## src/sv/cassette_fsk_frame_transmitter_defines.svh

```systemverilog
// Assertion macros for the cassette FSK frame transmitter.
// Used by the top level; the bodies refer to clk and rst_n of the including module.
`ifndef CASSETTE_FSK_FRAME_TRANSMITTER_DEFINES_SVH
`define CASSETTE_FSK_FRAME_TRANSMITTER_DEFINES_SVH
`ifndef SYNTHESIS
// same-cycle implication
`define CFSK_ASSERT_IMP(lbl, ante, cons) \
    lbl: assert property (@(posedge clk) disable iff (!rst_n) (ante) |-> (cons)) \
        else $error("cfsk assertion failed");
// next-cycle implication
`define CFSK_ASSERT_NXT(lbl, ante, cons) \
    lbl: assert property (@(posedge clk) disable iff (!rst_n) (ante) |=> (cons)) \
        else $error("cfsk assertion failed");
`else
`define CFSK_ASSERT_IMP(lbl, ante, cons)
`define CFSK_ASSERT_NXT(lbl, ante, cons)
`endif
`endif

```

## src/sv/cfsk_pkg.sv

```systemverilog
// Shared types and constants of the cassette FSK frame transmitter.
// No dependencies; used by every module of the block but cfsk_ram.
`default_nettype none
package cfsk_pkg;

    localparam int QUEUE_DEPTH_DEF = 32;
    localparam int CMD_FIFO_DEPTH  = 2;

    localparam int FRAME_W        = 5;
    localparam int SHIFT_W        = 10;
    localparam int TONE_W         = 16;
    localparam int TICK_W         = 5;
    localparam int FBIT_W         = 4;
    localparam int TICKS_PER_BIT  = 16;
    localparam int BITS_PER_FRAME = 10;

    localparam logic [FRAME_W-1:0] SYNC_FRAME = 5'h1f;
    localparam logic [SHIFT_W-1:0] STOP_BITS  = 10'h3e0;

    localparam logic [TONE_W-1:0] TONE_ZERO_RST = 16'hcccc;
    localparam logic [TONE_W-1:0] TONE_ONE_RST  = 16'haaaa;

    // input op codes
    localparam int OP_W = 3;
    localparam logic [OP_W-1:0] OP_TICK  = 3'd0;
    localparam logic [OP_W-1:0] OP_BYTE  = 3'd1;
    localparam logic [OP_W-1:0] OP_SYNC  = 3'd2;
    localparam logic [OP_W-1:0] OP_START = 3'd3;
    localparam logic [OP_W-1:0] OP_RUN   = 3'd4;

    // classified command kinds
    localparam int KIND_W = 3;
    localparam logic [KIND_W-1:0] CMD_NOP   = 3'd0;
    localparam logic [KIND_W-1:0] CMD_TICK  = 3'd1;
    localparam logic [KIND_W-1:0] CMD_BYTE  = 3'd2;
    localparam logic [KIND_W-1:0] CMD_SYNC  = 3'd3;
    localparam logic [KIND_W-1:0] CMD_START = 3'd4;
    localparam logic [KIND_W-1:0] CMD_RUN   = 3'd5;

    // configuration register indexes
    localparam int CFG_IDX_W = 2;
    localparam logic [CFG_IDX_W-1:0] CFG_TONE_ZERO = 2'd0;
    localparam logic [CFG_IDX_W-1:0] CFG_TONE_ONE  = 2'd1;

    localparam int IN_TDATA_W  = 8;
    localparam int OUT_TDATA_W = 8;

    typedef struct packed {
        logic [KIND_W-1:0]  kind;
        logic [FRAME_W-1:0] frame_hi;   // first frame to queue (sync frame too)
        logic [FRAME_W-1:0] frame_lo;   // second frame of a byte push
    } cmd_t;

    typedef struct packed {
        logic line_level;
        logic accepted;
        logic stopped;
        logic underrun;
    } result_t;

endpackage
`default_nettype wire

```

## src/sv/cfsk_ram.sv

```systemverilog
// Generic single-write, single-read RAM with registered read data.
// No dependencies.
`default_nettype none
module cfsk_ram #(
    parameter int WIDTH = 8,
    parameter int DEPTH = 32
) (
    input  wire logic                     clk,
    input  wire logic                     we,
    input  wire logic [$clog2(DEPTH)-1:0] waddr,
    input  wire logic [WIDTH-1:0]         wdata,
    input  wire logic [$clog2(DEPTH)-1:0] raddr,
    output logic      [WIDTH-1:0]         rdata
);

    logic [WIDTH-1:0] mem [DEPTH];

    always_ff @(posedge clk)
    begin
        if (we)
        begin
            mem[waddr] <= wdata;
        end
        rdata <= mem[raddr];
    end

endmodule
`default_nettype wire

```

## src/sv/cfsk_front.sv

```systemverilog
// Front end: takes input transactions and classifies them into commands.
// Depends on cfsk_pkg.
`default_nettype none
module cfsk_front (
    input  wire logic                       in_valid,
    output logic                            in_ready,
    input  wire logic [cfsk_pkg::OP_W-1:0]  op,
    input  wire logic [7:0]                 data_byte,
    output logic                            cmd_valid,
    input  wire logic                       cmd_ready,
    output cfsk_pkg::cmd_t                  cmd
);

    assign in_ready  = cmd_ready;
    assign cmd_valid = in_valid;

    always_comb
    begin
        cmd.frame_hi = {data_byte[7:4], 1'b0};
        cmd.frame_lo = {data_byte[3:0], 1'b0};
        unique case (op)
            cfsk_pkg::OP_TICK:  cmd.kind = cfsk_pkg::CMD_TICK;
            cfsk_pkg::OP_BYTE:  cmd.kind = cfsk_pkg::CMD_BYTE;
            cfsk_pkg::OP_SYNC:
            begin
                cmd.kind     = cfsk_pkg::CMD_SYNC;
                cmd.frame_hi = cfsk_pkg::SYNC_FRAME;
            end
            cfsk_pkg::OP_START: cmd.kind = cfsk_pkg::CMD_START;
            cfsk_pkg::OP_RUN:   cmd.kind = cfsk_pkg::CMD_RUN;
            default:            cmd.kind = cfsk_pkg::CMD_NOP;
        endcase
    end

endmodule
`default_nettype wire

```

## src/sv/cfsk_cmd_fifo.sv

```systemverilog
// Short command queue between front end and back end.
// Depends on cfsk_pkg.
`default_nettype none
module cfsk_cmd_fifo #(
    parameter int DEPTH = cfsk_pkg::CMD_FIFO_DEPTH
) (
    input  wire logic          clk,
    input  wire logic          rst_n,
    input  wire logic          push_valid,
    output logic               push_ready,
    input  wire cfsk_pkg::cmd_t push_cmd,
    output logic               pop_valid,
    input  wire logic          pop_ready,
    output cfsk_pkg::cmd_t     pop_cmd
);

    localparam int PTR_W = (DEPTH > 1) ? $clog2(DEPTH) : 1;
    localparam int CNT_W = $clog2(DEPTH + 1);

    cfsk_pkg::cmd_t   entry_reg [DEPTH];
    logic [PTR_W-1:0] wr_ptr_reg, wr_ptr_next;
    logic [PTR_W-1:0] rd_ptr_reg, rd_ptr_next;
    logic [CNT_W-1:0] count_reg, count_next;
    logic             do_push, do_pop;

    assign push_ready = count_reg != CNT_W'(DEPTH);
    assign pop_valid  = count_reg != '0;
    assign pop_cmd    = entry_reg[rd_ptr_reg];
    assign do_push    = push_valid && push_ready;
    assign do_pop     = pop_valid && pop_ready;

    always_comb
    begin
        wr_ptr_next = wr_ptr_reg;
        rd_ptr_next = rd_ptr_reg;
        count_next  = count_reg;
        if (do_push)
        begin
            wr_ptr_next = (wr_ptr_reg == PTR_W'(DEPTH - 1)) ? '0 : wr_ptr_reg + 1'b1;
        end
        if (do_pop)
        begin
            rd_ptr_next = (rd_ptr_reg == PTR_W'(DEPTH - 1)) ? '0 : rd_ptr_reg + 1'b1;
        end
        case ({do_push, do_pop})
            2'b10:   count_next = count_reg + 1'b1;
            2'b01:   count_next = count_reg - 1'b1;
            default: count_next = count_reg;
        endcase
    end

    always_ff @(posedge clk or negedge rst_n)
    begin
        if (!rst_n)
        begin
            wr_ptr_reg <= '0;
            rd_ptr_reg <= '0;
            count_reg  <= '0;
        end
        else
        begin
            wr_ptr_reg <= wr_ptr_next;
            rd_ptr_reg <= rd_ptr_next;
            count_reg  <= count_next;
        end
    end

    always_ff @(posedge clk)
    begin
        if (do_push)
        begin
            entry_reg[wr_ptr_reg] <= push_cmd;
        end
    end

endmodule
`default_nettype wire

```

## src/sv/cfsk_back.sv

```systemverilog
// Back end: frame queue, tick sequencer, tone registers and result register.
// Depends on cfsk_pkg and cfsk_ram.
`default_nettype none
module cfsk_back #(
    parameter int QUEUE_DEPTH = cfsk_pkg::QUEUE_DEPTH_DEF
) (
    input  wire logic                            clk,
    input  wire logic                            rst_n,
    input  wire logic                            cfg_valid,
    input  wire logic [cfsk_pkg::CFG_IDX_W-1:0]  cfg_index,
    input  wire logic [cfsk_pkg::TONE_W-1:0]     cfg_data,
    input  wire logic                            cmd_valid,
    output logic                                 cmd_ready,
    input  wire cfsk_pkg::cmd_t                  cmd,
    output logic                                 out_valid,
    input  wire logic                            out_ready,
    output cfsk_pkg::result_t                    out_result
);

    localparam int SLOT_W = $clog2(QUEUE_DEPTH);
    localparam logic [SLOT_W:0]   DEPTH_C   = (SLOT_W+1)'(QUEUE_DEPTH);
    localparam logic [SLOT_W-1:0] LAST_SLOT = SLOT_W'(QUEUE_DEPTH - 1);
    localparam logic [cfsk_pkg::TICK_W-1:0] TICK_END = cfsk_pkg::TICK_W'(cfsk_pkg::TICKS_PER_BIT);
    localparam logic [cfsk_pkg::FBIT_W-1:0] FBIT_END =
        cfsk_pkg::FBIT_W'(cfsk_pkg::BITS_PER_FRAME);

    function automatic logic [SLOT_W-1:0] next_slot(input logic [SLOT_W-1:0] s);
        next_slot = (s == LAST_SLOT) ? '0 : s + 1'b1;
    endfunction

    logic [cfsk_pkg::TONE_W-1:0]  tone_zero_reg, tone_one_reg;
    logic [SLOT_W-1:0]            read_slot_reg, read_slot_next;
    logic [SLOT_W-1:0]            write_slot_reg, write_slot_next;
    logic                         stop_reg, stop_next;
    logic                         run_reg, run_next;
    logic [cfsk_pkg::TICK_W-1:0]  tick_reg, tick_next;
    logic [cfsk_pkg::FBIT_W-1:0]  fbit_reg, fbit_next;
    logic [cfsk_pkg::SHIFT_W-1:0] shift_reg, shift_next;
    logic [cfsk_pkg::TONE_W-1:0]  tone_reg, tone_next;
    logic                         level_reg, level_next;
    logic                         pend_reg, pend_next;
    logic [cfsk_pkg::FRAME_W-1:0] pend_frame_reg, pend_frame_next;
    logic                         byp_valid_reg;
    logic [cfsk_pkg::FRAME_W-1:0] byp_data_reg;
    logic                         out_valid_reg, out_valid_next;
    cfsk_pkg::result_t            out_result_reg, out_result_next;

    logic                         exec;
    logic                         we;
    logic [SLOT_W-1:0]            waddr, raddr;
    logic [cfsk_pkg::FRAME_W-1:0] wdata, ram_rdata, frame_rd;
    logic [SLOT_W:0]              free_cnt;
    logic [SLOT_W-1:0]            nr;
    logic                         roll, wrap, empty_hit;
    logic [cfsk_pkg::FBIT_W-1:0]  fbit_inc, fbit_new;
    logic [cfsk_pkg::TICK_W-1:0]  tick_cur;
    logic [cfsk_pkg::SHIFT_W-1:0] shift_new;
    logic [cfsk_pkg::TONE_W-1:0]  tone_new;
    logic                         acc, urun;

    // a command runs when the low-frame write of a byte push is done
    // and the result register has room
    assign exec      = cmd_valid && !pend_reg && (!out_valid_reg || out_ready);
    assign cmd_ready = exec;
    assign out_valid  = out_valid_reg;
    assign out_result = out_result_reg;

    // RAM reads ahead at the slot after the next read pointer; bypass same-edge writes
    assign raddr    = next_slot(read_slot_next);
    assign frame_rd = byp_valid_reg ? byp_data_reg : ram_rdata;

    cfsk_ram #(
        .WIDTH (cfsk_pkg::FRAME_W),
        .DEPTH (QUEUE_DEPTH)
    ) u_frame_ram (
        .clk   (clk),
        .we    (we),
        .waddr (waddr),
        .wdata (wdata),
        .raddr (raddr),
        .rdata (ram_rdata)
    );

    assign free_cnt = (read_slot_reg >= write_slot_reg)
                    ? ({1'b0, read_slot_reg} - {1'b0, write_slot_reg})
                    : ({1'b0, read_slot_reg} + DEPTH_C - {1'b0, write_slot_reg});

    // tick datapath
    assign nr        = next_slot(read_slot_reg);
    assign roll      = tick_reg == TICK_END;
    assign fbit_inc  = fbit_reg + 1'b1;
    assign wrap      = roll && (fbit_inc >= FBIT_END);
    assign empty_hit = wrap && (nr == write_slot_reg);
    assign shift_new = wrap ? (cfsk_pkg::STOP_BITS | {5'b0, frame_rd}) : shift_reg;
    assign fbit_new  = wrap ? '0 : (roll ? fbit_inc : fbit_reg);
    assign tone_new  = roll ? (shift_new[fbit_new] ? tone_one_reg : tone_zero_reg) : tone_reg;
    assign tick_cur  = roll ? '0 : tick_reg;

    always_comb
    begin
        read_slot_next  = read_slot_reg;
        write_slot_next = write_slot_reg;
        stop_next       = stop_reg;
        run_next        = run_reg;
        tick_next       = tick_reg;
        fbit_next       = fbit_reg;
        shift_next      = shift_reg;
        tone_next       = tone_reg;
        level_next      = level_reg;
        pend_next       = pend_reg;
        pend_frame_next = pend_frame_reg;
        we              = 1'b0;
        waddr           = write_slot_reg;
        wdata           = cmd.frame_hi;
        acc             = 1'b0;
        urun            = 1'b0;

        if (pend_reg)
        begin
            we              = 1'b1;
            wdata           = pend_frame_reg;
            write_slot_next = next_slot(write_slot_reg);
            pend_next       = 1'b0;
        end
        else if (exec)
        begin
            unique case (cmd.kind)
                cfsk_pkg::CMD_TICK:
                begin
                    if (run_reg)
                    begin
                        if (empty_hit)
                        begin
                            stop_next = 1'b1;
                            run_next  = 1'b0;
                            fbit_next = '0;
                            tick_next = TICK_END;
                            urun      = 1'b1;
                        end
                        else
                        begin
                            read_slot_next = wrap ? nr : read_slot_reg;
                            shift_next     = shift_new;
                            fbit_next      = fbit_new;
                            tone_next      = tone_new;
                            level_next     = tone_new[tick_cur[3:0]];
                            tick_next      = tick_cur + 1'b1;
                        end
                    end
                end
                cfsk_pkg::CMD_BYTE:
                begin
                    if (!stop_reg && free_cnt >= (SLOT_W+1)'(2))
                    begin
                        we              = 1'b1;
                        write_slot_next = next_slot(write_slot_reg);
                        pend_next       = 1'b1;
                        pend_frame_next = cmd.frame_lo;
                        acc             = 1'b1;
                    end
                end
                cfsk_pkg::CMD_SYNC:
                begin
                    if (!stop_reg && free_cnt >= (SLOT_W+1)'(1))
                    begin
                        we              = 1'b1;
                        write_slot_next = next_slot(write_slot_reg);
                        acc             = 1'b1;
                    end
                end
                cfsk_pkg::CMD_START:
                begin
                    stop_next       = 1'b0;
                    run_next        = 1'b0;
                    read_slot_next  = LAST_SLOT;
                    write_slot_next = '0;
                    tick_next       = '0;
                    fbit_next       = '0;
                end
                cfsk_pkg::CMD_RUN:
                begin
                    if (!stop_reg)
                    begin
                        run_next = 1'b1;
                    end
                end
                default:
                begin
                end
            endcase
        end

        out_valid_next  = out_valid_reg && !out_ready;
        out_result_next = out_result_reg;
        if (exec)
        begin
            out_valid_next             = 1'b1;
            out_result_next.line_level = level_next;
            out_result_next.accepted   = acc;
            out_result_next.stopped    = stop_next;
            out_result_next.underrun   = urun;
        end
    end

    always_ff @(posedge clk or negedge rst_n)
    begin
        if (!rst_n)
        begin
            tone_zero_reg  <= cfsk_pkg::TONE_ZERO_RST;
            tone_one_reg   <= cfsk_pkg::TONE_ONE_RST;
            read_slot_reg  <= LAST_SLOT;
            write_slot_reg <= '0;
            stop_reg       <= 1'b0;
            run_reg        <= 1'b0;
            tick_reg       <= '0;
            fbit_reg       <= '0;
            shift_reg      <= '0;
            tone_reg       <= '0;
            level_reg      <= 1'b0;
            pend_reg       <= 1'b0;
            byp_valid_reg  <= 1'b0;
            out_valid_reg  <= 1'b0;
        end
        else
        begin
            if (cfg_valid && cfg_index == cfsk_pkg::CFG_TONE_ZERO)
            begin
                tone_zero_reg <= cfg_data;
            end
            if (cfg_valid && cfg_index == cfsk_pkg::CFG_TONE_ONE)
            begin
                tone_one_reg <= cfg_data;
            end
            read_slot_reg  <= read_slot_next;
            write_slot_reg <= write_slot_next;
            stop_reg       <= stop_next;
            run_reg        <= run_next;
            tick_reg       <= tick_next;
            fbit_reg       <= fbit_next;
            shift_reg      <= shift_next;
            tone_reg       <= tone_next;
            level_reg      <= level_next;
            pend_reg       <= pend_next;
            byp_valid_reg  <= we && (waddr == raddr);
            out_valid_reg  <= out_valid_next;
        end
    end

    always_ff @(posedge clk)
    begin
        pend_frame_reg <= pend_frame_next;
        byp_data_reg   <= wdata;
        out_result_reg <= out_result_next;
    end

endmodule
`default_nettype wire

```

## src/sv/cassette_fsk_frame_transmitter.sv

```systemverilog
// Top level of the cassette FSK frame transmitter.
// Depends on cfsk_pkg, cfsk_front, cfsk_cmd_fifo, cfsk_back and the defines header.
//
//  channel   | direction | handshake               | payload
//  ----------+-----------+-------------------------+-----------------------------------
//  s_axis    | in        | s_axis_tvalid/tready    | tuser: op; tdata: data_byte
//  m_axis    | out       | m_axis_tvalid/tready    | tdata: level, accepted, stopped, underrun
//  cfg       | in        | cfg_valid/cfg_ready     | cfg_index, cfg_data (16-bit tone word)
//
// One transaction per cycle in and out unless the receiver stalls or a byte push
// holds the back end, whose two frames go one after the other through the single
// write port of the frame RAM. A transaction passes the command queue, then the
// result register, before its result is valid. rst_n clears all control state at
// once; the frame store has no clearing pass. Either side may stall: the
// two-entry command queue and the result register decouple front, back and output.
`default_nettype none
`include "cassette_fsk_frame_transmitter_defines.svh"
module cassette_fsk_frame_transmitter #(
    parameter int QUEUE_DEPTH = cfsk_pkg::QUEUE_DEPTH_DEF
) (
    input  wire logic                                 clk,
    input  wire logic                                 rst_n,
    input  wire logic                                 s_axis_tvalid,
    output logic                                      s_axis_tready,
    input  wire logic [cfsk_pkg::IN_TDATA_W-1:0]      s_axis_tdata,  // [7:0] data_byte
    input  wire logic [cfsk_pkg::OP_W-1:0]            s_axis_tuser,  // [2:0] op
    output logic                                      m_axis_tvalid,
    input  wire logic                                 m_axis_tready,
    // [0] line_level, [1] accepted, [2] stopped, [3] underrun, [7:4] zero
    output logic      [cfsk_pkg::OUT_TDATA_W-1:0]     m_axis_tdata,
    input  wire logic                                 cfg_valid,
    output logic                                      cfg_ready,
    input  wire logic [cfsk_pkg::CFG_IDX_W-1:0]       cfg_index,
    input  wire logic [cfsk_pkg::TONE_W-1:0]          cfg_data
);

    logic              front_valid, front_ready;
    cfsk_pkg::cmd_t    front_cmd;
    logic              cmd_valid, cmd_ready;
    cfsk_pkg::cmd_t    cmd;
    cfsk_pkg::result_t result;

    // register writes are always taken
    assign cfg_ready = 1'b1;

    cfsk_front u_front (
        .in_valid  (s_axis_tvalid),
        .in_ready  (s_axis_tready),
        .op        (s_axis_tuser),
        .data_byte (s_axis_tdata),
        .cmd_valid (front_valid),
        .cmd_ready (front_ready),
        .cmd       (front_cmd)
    );

    cfsk_cmd_fifo #(
        .DEPTH (cfsk_pkg::CMD_FIFO_DEPTH)
    ) u_cmd_fifo (
        .clk        (clk),
        .rst_n      (rst_n),
        .push_valid (front_valid),
        .push_ready (front_ready),
        .push_cmd   (front_cmd),
        .pop_valid  (cmd_valid),
        .pop_ready  (cmd_ready),
        .pop_cmd    (cmd)
    );

    cfsk_back #(
        .QUEUE_DEPTH (QUEUE_DEPTH)
    ) u_back (
        .clk        (clk),
        .rst_n      (rst_n),
        .cfg_valid  (cfg_valid && cfg_ready),
        .cfg_index  (cfg_index),
        .cfg_data   (cfg_data),
        .cmd_valid  (cmd_valid),
        .cmd_ready  (cmd_ready),
        .cmd        (cmd),
        .out_valid  (m_axis_tvalid),
        .out_ready  (m_axis_tready),
        .out_result (result)
    );

    assign m_axis_tdata = {4'b0, result.underrun, result.stopped, result.accepted,
                           result.line_level};

    // an underrun result always reports the stop it caused
    `CFSK_ASSERT_IMP(a_underrun_stops, m_axis_tvalid && m_axis_tdata[3], m_axis_tdata[2])
    // a stopped transmitter never takes a push
    `CFSK_ASSERT_IMP(a_no_push_stopped, m_axis_tvalid && m_axis_tdata[1], !m_axis_tdata[2])
    // a full command queue still has a command for the back end next cycle
    `CFSK_ASSERT_NXT(a_full_queue_drains, !s_axis_tready, cmd_valid)

endmodule
`default_nettype wire

```

## config.mk

```make
export PLATFORM = sky130hd
export DESIGN_NAME = cassette_fsk_frame_transmitter
export DESIGN_NICKNAME = d
export VERILOG_FILES = /design/src/sv/cfsk_pkg.sv /design/src/sv/cfsk_ram.sv /design/src/sv/cfsk_front.sv /design/src/sv/cfsk_cmd_fifo.sv /design/src/sv/cfsk_back.sv /design/src/sv/cassette_fsk_frame_transmitter.sv
export VERILOG_INCLUDE_DIRS = /design/src /design/src/sv
export SDC_FILE = /design/constraint.sdc
export NUM_CORES = 1
export LEC_CHECK = 0
export BUFFER_PORTS_ARGS = -buffer_cell sky130_fd_sc_hd__buf_2
export CAP_MARGIN = 10
export CORE_UTILIZATION = 50
export DETAILED_ROUTE_END_ITERATION = 10
export MAX_ROUTING_LAYER = met4
export PLACE_DENSITY = 0.68
export SLEW_MARGIN = 20
export SYNTH_ARGS = -nofsm -noshare
export SYNTH_HDL_FRONTEND = slang
export SYNTH_SLANG_ARGS = --single-unit
```

## constraint.sdc

```tcl
create_clock -name clk -period 10.9 [get_ports clk]
set_input_delay 0.545 -clock clk [delete_from_list [all_inputs] [get_ports clk]]
set_output_delay 0.545 -clock clk [all_outputs]
set_load 0.05 [all_outputs]
```

==> flow_summary.ini <==
[worst_hold_path]
worst_hold_path.num_cells = 1
hp-class = in2reg

[timing]
finalHoldViolations = 0
setup_tns_ps = 0
worst_pin_slew_ps = 963.3
clock_skew_ps = 13.20
hold_ws_ps = 197.6
finalCritPeriodShare = 0.5159
period_needed_ps = 5624
rsz0062_at_grt = no
fmax_ghz = 0.1778
finalSetupViolCount = 0
relSlewSlack = 0.3529
maxSlewViolCount = 0

[final_layout]
final_layout_size_suffix_gt1_frac = 0.2503
layout.nets = 947
antenna_cells = 0
finish.instance_area_um2 = 14030
final_cells = 1239
area_growth_syn_to_layout_pct = 11.47
largest_reg_flops = 160

[clocking]
cts-buffers-inserted = 29
post_cts_buffers = 0
cts_sinks = 289
ctsResizeCount = 0
path_clk_slew_ps = 60
clock_latency_ps = 540
postCtsHoldBufs = 1
root_buffer = clkbuf_16
cts_tree = yes
ctsLongestPathBuffers = 3
htreeDepth = 1

[critical_path]
end_kind = flop
crit_slowest_cell = mux4_2
crit_path_frequent_cell = ha_1
reg2reg_depth = 17
start_kind = flop
arrival_ps = 6030
crit_chain = ha_1 -> and3_1 -> ha_1 -> nor2b_1 -> mux2_2 -> xnor2_1 -> o311a_4 -> mux2i_4 -> nand2_1 -> ha_1 -> and3_1 -> ha_1 -> nand3b_4 -> mux4_2 -> mux2_2 -> o22ai_1 -> a211oi_1
cp_max_fo = 40
criticalPathCategory = reg2reg
cp_data_required_time_ps = 11310
slowest_delay_ps = 770

[job]
maxCapViolCount = 0

[synth]
yosys.area_share.adder = 0.01948
yosys.area_share.simple = 0.08211
synth_xor_area_frac = 0.01461
synth_edf_count = 192
ys_async_sr_fraction = 0.3010
postSynthCellCount = 852
synthTopCellsByCount = 192 x edfxtp_1, 66 x dfrtp_1, 66 x nor2_1, 56 x nand2_1, 52 x mux2_2
synth_cell_types = 66
synth_area_leaders = edfxtp_1 46%, dfrtp_1 13%, mux4_2 7.3%, mux2_2 4.7%, dfstp_2 4.4%
synth.area.mux_share = 0.1495
synth_top_family_by_area = multiplexers
yosysWarnings = 0
synth_top_area_frac = 0.4581
syn_area_um2 = 12590
ys_ff_latch = 289
postSynthAreaPerCell_um2 = 14.77
ys_seq_area_frac = 0.6490
synth_compound_area_frac = 0.06213
yosysTopAreaCell = edfxtp_1
synth.most_common_cell = edfxtp_1
synth_ff_type = edfxtp_1

[routing]
num_vias = 6942
dr.pass1.iters = 5
drc = 0
drt_iter0_markers = 594
drtAntennaViolNets = 0
wirelength_um = 23780
detail_route.wl_per_cell_um = 19.20
viasPerCell = 5.603

[floorplanning]
fp.dieH_um = 160.7
core_area_um2 = 24530
die-area_um2 = 25810
num_rows = 57
die_w_um = 160.7
ios = 45
start_util = 0.5131

[outcome]
status = finished, final reports clean

[pwr]
pwr_density_cell_nw_per_um2 = 212.1
ir_drop_mv = 0.1388
p_leak_nw = 5.013

[place]
postPlaceCellArea_um2 = 13080
dp_cells = 1186
numPortBuffers = 39
place.gp.congestion = 0.8172
hpwlAfterDp_um = 15410

[global_routing]
grt_max_degree = 70
antenna_found_initial = 0
grt_pass1_vias = 7033
grt_usage = 0.1971
globalRouteOverflowTotal = 0
grt_pass1_wl_um = 38550
layer usage:
metal / up-vias / track usage / share of wire
met5: - / - / 0
met4: 0 / 0.05195 / 0.021
met3: 40 / 0.03151 / 0.050
met2: 158 / 0.3099 / 0.48
met1: 3459 / 0.2689 / 0.45
li1: 3285 / - / -
cell type report:
cell class,count,area [um2]
multi-input combinational,506,4170
inverter,18,67.56
sequential,289,8169
tap,324,405.4
clock buffer,43,870.8
fill,1927,10500
clock inverter,9,65.06
timing repair buffer,50,282.8
per-stage QoR:
stage,setup WS [ps],util,power [mW]
detailed placement,5264,0.5333,2.039
global route,4839,0.5719,3.120
global placement,5418,0.5333,2.024
CTS,5225,0.5718,3.003
floorplan,6250,-,1.851
finish,5276,0.5719,2.976
where the power goes:
part / leakage, nW / internal, mW / total [mW] / switching, mW
Combinational: 1.65 / 0.170 / 0.531 / 0.361
Sequential: 2.90 / 1.40 / 1.48 / 0.0881
Clock: 0.462 / 0.572 / 0.961 / 0.389
worst max-delay path: cells and delay by family, from the launching register on:
family          cells  cell delay, ps
compound gates      3             690
xor+xnor            1             220
fa+ha+maj           4             950
flops               1             640
mux                 4            1680
simple gates        5            1230
placed cells by master (no fill, tap or decap), types with 6 or more instances in the layout:
cell	instances
dfrtp_1	66
a21oi_1	15
buf_2	38
nor3_1	11
a211oi_1	13
clkbuf_16	31
ha_1	18
o21ai_0	43
o22ai_1	8
nand2_1	56
clkbuf_1	7
buf_4	11
nor2b_1	17
nand3_1	14
inv_1	17
dfxtp_1	10
mux2_2	52
dfstp_2	21
nand2b_1	8
or2_2	11
xnor2_1	17
mux4_2	41
edfxtp_1	192
nor2_1	64
a22o_1	6
and3_1	7
mux2i_1	35
logic make-up (layout without fill, tap and decap cells):
group                      Yosys count  in the layout
DFF                                289            289
and+or+nand+nor                    211            211
muxes                              129            129
AOI/OAI and AO/OA                  121            121
buffers and inverters               60            120
xor gates and xnor gates            21             21
adders and majority gates           19             19
other                                2              5
worst paths after layout:
check | start | end | slack, ps
max | u_back.read_slot_reg[0]$_DFF_PN1_ | u_back.u_frame_ram.rdata[3]$_DFF_P_ | 5280
min | s_axis_tdata[0] | u_cmd_fifo.entry_reg[0][0]$_DFFE_PP_ | 200
max reg2reg | u_back.read_slot_reg[0]$_DFF_PN1_ | u_back.u_frame_ram.rdata[3]$_DFF_P_ | 5280
min reg2reg | u_back.shift_reg[6]$_DFFE_PN0P_ | u_back.shift_reg[6]$_DFFE_PN0P_ | 470
max in group asynchronous | rst_n | u_back.tone_zero_reg[5]$_DFFE_PN0P_ | 9340
min in group asynchronous | rst_n | u_cmd_fifo.wr_ptr_reg$_DFFE_PN0P_ | 430
No activity file was read; power rests on OpenSTA's default activity.
